[config.mk]
export PLATFORM = sky130hd
export DESIGN_NAME = pnns_div
export DESIGN_NICKNAME = d
export VERILOG_FILES = /design/src/sv/pnns_pkg.sv /design/src/sv/pnns_div.sv
export SDC_FILE = /design/constraint.sdc
export NUM_CORES = 1
export LEC_CHECK = 0
export BUFFER_PORTS_ARGS = -buffer_cell sky130_fd_sc_hd__buf_2
export CORE_UTILIZATION = 40
export DETAILED_ROUTE_END_ITERATION = 8
export SLEW_MARGIN = 5
export SYNTH_ARGS = -nofsm -noshare
export SYNTH_HDL_FRONTEND = slang
export SYNTH_SLANG_ARGS = --single-unit
[constraint.sdc]
create_clock -name clk -period 3.6 [get_ports clk]
set_input_delay 0.18 -clock clk [delete_from_list [all_inputs] [get_ports clk]]
set_output_delay 0.18 -clock clk [all_outputs]
set_load 0.005 [all_outputs]
[src/sv/pnns_pkg.sv]
`default_nettype none

package pnns_pkg;

	localparam int SRC_WIDTH       = 320;
	localparam int SRC_HEIGHT      = 200;
	localparam int PALETTE_ENTRIES = 256;
	localparam int COLOUR_BYTES    = 4;

	localparam int COORD_W  = 11;
	localparam int INDEX_W  = 8;
	localparam int COLOUR_W = 32;

	localparam int FRAME_DEPTH = SRC_WIDTH * SRC_HEIGHT;
	localparam int FRAME_AW    = $clog2(FRAME_DEPTH);
	localparam int PAL_AW      = $clog2(PALETTE_ENTRIES);

	localparam int SX_W   = (SRC_WIDTH > 1) ? $clog2(SRC_WIDTH) : 1;
	localparam int SY_W   = (SRC_HEIGHT > 1) ? $clog2(SRC_HEIGHT) : 1;
	localparam int QUOT_W = (SX_W > SY_W) ? SX_W : SY_W;
	localparam int DIV_W  = COORD_W + QUOT_W + 1;

	localparam logic [COLOUR_W-1:0] COLOUR_MASK =
		COLOUR_W'((64'd1 << (8 * COLOUR_BYTES)) - 64'd1);

	localparam int S_TDATA_W = 72;
	localparam int S_TUSER_W = 2;
	localparam int M_TDATA_W = 32;

	localparam logic [1:0] FUNC_PAL_WR = 2'd0;
	localparam logic [1:0] FUNC_PIX_WR = 2'd1;
	localparam logic [1:0] FUNC_REQ    = 2'd2;

	localparam int CFG_IDX_W = 1;
	localparam logic [CFG_IDX_W-1:0] CFG_OUT_WIDTH  = 1'd0;
	localparam logic [CFG_IDX_W-1:0] CFG_OUT_HEIGHT = 1'd1;

	localparam logic [COORD_W-1:0] OUT_WIDTH_RST  = 11'd320;
	localparam logic [COORD_W-1:0] OUT_HEIGHT_RST = 11'd200;

	typedef struct packed {
		logic [1:0]          func;
		logic                hit;
		logic [COORD_W-1:0]  px;
		logic [COORD_W-1:0]  py;
		logic [INDEX_W-1:0]  entry;
		logic [COLOUR_W-1:0] colour;
		logic [INDEX_W-1:0]  pix;
	} item_t;

endpackage

`default_nettype wire

[src/sv/pnns_div.sv]
`default_nettype none

module pnns_div (
	input  wire logic                           clk,
	input  wire logic                           en,
	input  wire logic [pnns_pkg::DIV_W-1:0]     dividend,
	input  wire logic [pnns_pkg::COORD_W-1:0]   divisor,
	output logic      [pnns_pkg::QUOT_W-1:0]    quotient
);

	localparam int QW = pnns_pkg::QUOT_W;
	localparam int DW = pnns_pkg::DIV_W;

	logic [DW-1:0] rem_q [0:QW-1];
	logic [QW-1:0] quo_q [0:QW];
	logic [DW-1:0] trial [0:QW-1];
	logic [QW-1:0] ge;

	// One quotient bit per stage, most significant first.
	always_comb begin
		for (int i = 0; i < QW; i++) begin
			trial[i] = DW'(divisor) << (QW - 1 - i);
			ge[i]    = rem_q[i] >= trial[i];
		end
	end

	always_ff @(posedge clk) begin
		if (en) begin
			rem_q[0] <= dividend;
			quo_q[0] <= '0;
			for (int i = 0; i < QW - 1; i++) begin
				rem_q[i+1] <= ge[i] ? (rem_q[i] - trial[i]) : rem_q[i];
			end
			for (int i = 0; i < QW; i++) begin
				quo_q[i+1] <= quo_q[i] | (QW'(ge[i]) << (QW - 1 - i));
			end
		end
	end

	assign quotient = quo_q[QW];

endmodule

`default_nettype wire

Word level (Yosys, flattened, before mapping)
Memory sizes are Yosys's and may differ from the RTL's.
Index checks and enable logic that the tools add are counted.
{"block": "word_totals", "memories": 2, "in_bits": 34, "elab_cells": 38, "regBits": 0, "ramBits": 279}
{"memory": "rem_q", "words": 9, "word_bits": 21, "read_ports": 9, "rd_clocked_by_memory_dff": 0, "wr": 9, "line_no": "pnns_div.sv:14", "rtl": "logic [DW-1:0] rem_q [0:QW-1];"}
{"memory": "quo_q", "words": 10, "word_bits": 9, "read_ports": 10, "rd_clocked_by_memory_dff": 0, "wr": 10, "line_no": "pnns_div.sv:15", "rtl": "logic [QW-1:0] quo_q [0:QW];"}
{"block": "classes", "magnitude_cmp": 9, "n_mux": 10, "bitwise": 9, "add_sub_neg": 8}
{"operator": "2-to-1 mux 21 bit", "count": 8}
{"operator": ">= comparator 21 x 11 -> 1 bit", "count": 1}
{"operator": ">= comparator 21 x 12 -> 1 bit", "count": 1}
{"operator": ">= comparator 21 x 13 -> 1 bit", "count": 1}
{"operator": ">= comparator 21 x 14 -> 1 bit", "count": 1}
{"operator": ">= comparator 21 x 15 -> 1 bit", "count": 1}
{"operator": ">= comparator 21 x 16 -> 1 bit", "count": 1}
{"operator": ">= comparator 21 x 17 -> 1 bit", "count": 1}
{"operator": ">= comparator 21 x 18 -> 1 bit", "count": 1}
{"operator": ">= comparator 21 x 19 -> 1 bit", "count": 1}
{"operator": "subtractor 21 x 12 -> 21 bit", "count": 1}
{"operator": "subtractor 21 x 13 -> 21 bit", "count": 1}
{"operator": "subtractor 21 x 14 -> 21 bit", "count": 1}
{"operator": "subtractor 21 x 15 -> 21 bit", "count": 1}
{"operator": "subtractor 21 x 16 -> 21 bit", "count": 1}
{"operator": "subtractor 21 x 17 -> 21 bit", "count": 1}
{"operator": "subtractor 21 x 18 -> 21 bit", "count": 1}
{"operator": "subtractor 21 x 19 -> 21 bit", "count": 1}
{"operator": "bitwise OR 9 x 1 -> 9 bit", "count": 1}
{"operator": "bitwise OR 9 x 2 -> 9 bit", "count": 1}
{"operator": "bitwise OR 9 x 3 -> 9 bit", "count": 1}
{"operator": "bitwise OR 9 x 4 -> 9 bit", "count": 1}
{"operator": "bitwise OR 9 x 5 -> 9 bit", "count": 1}
{"operator": "bitwise OR 9 x 6 -> 9 bit", "count": 1}
{"operator": "4 further kinds", "count": 5}

Depth between registers and ports, before layout
An unclocked memory read counts as a cell.
{"block": "depth", "ltp_word": 3, "mapped_depth": 13}

Least setup slack after synthesis
Ideal clock, no wire load.
{"block": "synth_path", "kind": "reg2reg", "start": "memory rem_q[0][148] (netlist bit)", "end": "memory rem_q[0][179] (netlist bit) (data pin)", "path_stages_with_launch": 14, "synth_period_minus_slack_ps": 2770, "required_time_ps": 3340, "n_path_buf": 2, "setup_slack_ps": 830, "setup_time_ps": 260, "arrival_time_ps": 2510, "cell_sequence": "edfxtp_1 inv_1 ha_1 inv_1 fa_1 a21oi_1 o211ai_1 a21oi_1 o21ai_0 or4_4 buf_6 buf_2 nor2_1 a21oi_1"}
{"item": "start: declaration", "line_no": "pnns_div.sv:14"}

==> flow_summary.ini <==
[run_status]
status = completed

[yosys]
synth.area.top_cells = edfxtp_1 (53%), ha_1 (9.4%), xor2_1 (3.9%)
synthCells = 1138
synth_ff_type = edfxtp_1
syn_avg_cell_area_um2 = 11.6
synth.yosys.seq_area_share_pct = 53.2
yosysMostFrequentCell = edfxtp_1
yosysTopAreaCellShare_pct = 53.2
synth_edf_count = 234
yosysUniqueCellTypes = 62
syn-num-nets = 1279
yosys.area.top_type = edfxtp_1
async_reset_ff_share_pct = 0
ys_warn_count = 0
synthTopCellsByCount = edfxtp_1 (234), ha_1 (99), nand2_1 (94), o21ai_0 (82), nor2_1 (75)
synth_seq_cells = 234
synth_area_um2 = 13200

[critical_path]
path_delay_family = simple AND/OR/NAND/NOR gates
cp.depth = 5
cpPeakStageDelay_ps = 690
crit_slowest_cell = or3b_1
worstPathCellList = nor4_2 -> or4b_1 -> a311oi_1 -> or3b_1 -> mux2_4
cp_max_fo = 20
arrival_ps = 3410
rr_worst_depth = 5
path_class = flip-flop to flip-flop
end_kind = flip-flop
cp-start-kind = flip-flop
required_ps = 3880
cp_num_buf_inv = 0

[clock_tree]
post_cts_resized = 0
cts.path.max_buffers = 3
clkSinkCount = 234
cts_tree = done
clock_latency_ps = 540
cts_made_buffers = 26
clk_pin_slew_worst_paths_ps = 60
cts_root_buffer = clkbuf_16
htree_levels = 1

[layout]
n_fill_cell = 3031
final_cells = 1698
fin_util_pct = 46.6
layout.nets = 1380
stdcell_area_um2 = 15200
area_growth_pct = 15.0
diodes = 0
drive_gt1_share_pct = 11.4

[route]
drtIter0Drc = 693
drt_wl_total_mm = 28.8
ant_nets = 0
via_per_inst = 5.35
drc_errors = 0
wl_per_cell_um = 16.9
dr.pass1.iters = 5
num_vias = 9087

[timing]
final.setup_skew_ps = 17.3
finalSetupViolCount = 0
post-route-period-util_pct = 87.0
fin_crit_ps = 3130
timing.fmax_mhz = 319
rsz0062_at_grt = false
fin_tns_setup_ps = 0
slew_viol_final = 0
slew_headroom_pct = 40.7
finalHoldViolCount = 0
tightest_slew_ps = 890

[global_route]
grt_pass1_wl_mm = 46.0
grt_overflow_total = 0
grt_pass1_vias = 8950
grt_use_total_pct = 17.4
grt_max_degree = 113
antenna_found_initial = 0

[power]
p_int_mw = 6.84
power_switching_mw = 3.23
ir_drop_uv = 417
pwr-share-comb_pct = 31.5
seqPwrFrac_pct = 42.2
pwr-share-clk_pct = 26.3
cellLeakagePower_nw = 5.73
finalPower_mw = 10.1
p_sw_share_pct = 32.1
p_per_area_nw_per_um2 = 663

[placement]
place_area_um2 = 14100
gp_congestion = 0.868
port_buffers = 42
dp.cells = 1632
dpl.hpwl_mm = 21.0

[worst_hold_path]
whs_path_depth = 1
min_path_type = input pin to flip-flop

[floorplan]
rows = 66
start_util_pct = 40.6
fp.dieW_um = 184
io_pins = 43
die_h_um = 184
coreArea_um2 = 32500
die_area_um2 = 33700

[flow_run]
maxCapViolCount = 0
==> cell families after synthesis <==
family | Yosys count | synth area share [%]
AND/OR/NAND/NOR | 351 | 13.6
AO/OA/AOI/OAI | 265 | 12.5
adder cells (fa/ha/maj) | 107 | 10.6
buffers and inverters | 67 | 2.10
flip-flops | 234 | 53.2
XOR/XNOR | 95 | 6.30
multiplexers | 19 | 1.68
==> what timing repair did <==
action,in CTS,in global routing
hold buffers,21,0
setup buffers,0,0
hold endpoints to repair,21,0
==> through the flow <==
step	setup slack (ps)	hold slack [ps]
after floorplan	830	279
after global placement	486	357
after detailed placement	441	358
after CTS	465	232
after global routing	302	251
final	469	186
==> placed cells by master (no fill, tap or decap), types with 18 or more instances in the layout <==
cell type / n
ha_1: 99
xnor2_1: 36
nand2_1: 94
edfxtp_1: 234
nor4_1: 24
o21ai_0: 82
nor3_1: 25
dlygate4sd3_1: 21
nand4_1: 18
buf_2: 41
xor2_1: 59
nor2b_1: 20
clkbuf_16: 27
buf_4: 27
a21oi_1: 69
inv_1: 48
nand3_1: 23
nor2_1: 75
a21o_1: 24
==> power groups by stage <==
| stage | logic, mW | registers [mW] | clock network, mW |
|---|---|---|---|
| after CTS | 3.18 | 4.25 | 2.71 |
| after global routing | 3.57 | 4.31 | 2.81 |
| after global placement | 3.10 | 4.30 | 0 |
| after detailed placement | 3.14 | 4.30 | 0 |
| final | 3.17 | 4.25 | 2.64 |
| after floorplan | 2.45 | 4.12 | 0 |
==> worst paths after layout <==
path,end,start,slack (ps)
hold / removal,rem_q[0][20],en,190
hold reg to reg,quo_q[6][8],quo_q[5][8],410
setup reg to reg,rem_q[0][156],rem_q[0][139],470
setup / recovery,rem_q[0][156],rem_q[0][139],470
==> routing by layer <==
layer / GRT usage (%) / vias up / share of wire, %
li1: - / 4528 / -
met5: 0 / - / 0
met4: 6.87 / 0 / 3.8
met2: 30.4 / 176 / 49
met3: 2.28 / 59 / 3.4
met1: 21.7 / 4324 / 44
==> cell type report <==
class | instances | area [um2] | share of cell area, %
clock buffer | 30 | 687 | 4.53
clock inverter | 15 | 154 | 1.01
inverter | 48 | 180 | 1.19
multi-input combinational | 837 | 5900 | 38.9
sequential | 234 | 7030 | 46.3
tap | 442 | 553 | 3.64
timing repair buffer | 92 | 673 | 4.44
==> sequential cells by signal (all words and copies together) (netlist names) <==
signal,count
quo_q,45
rem_q,189
No activity file was read; power rests on OpenSTA's default activity.
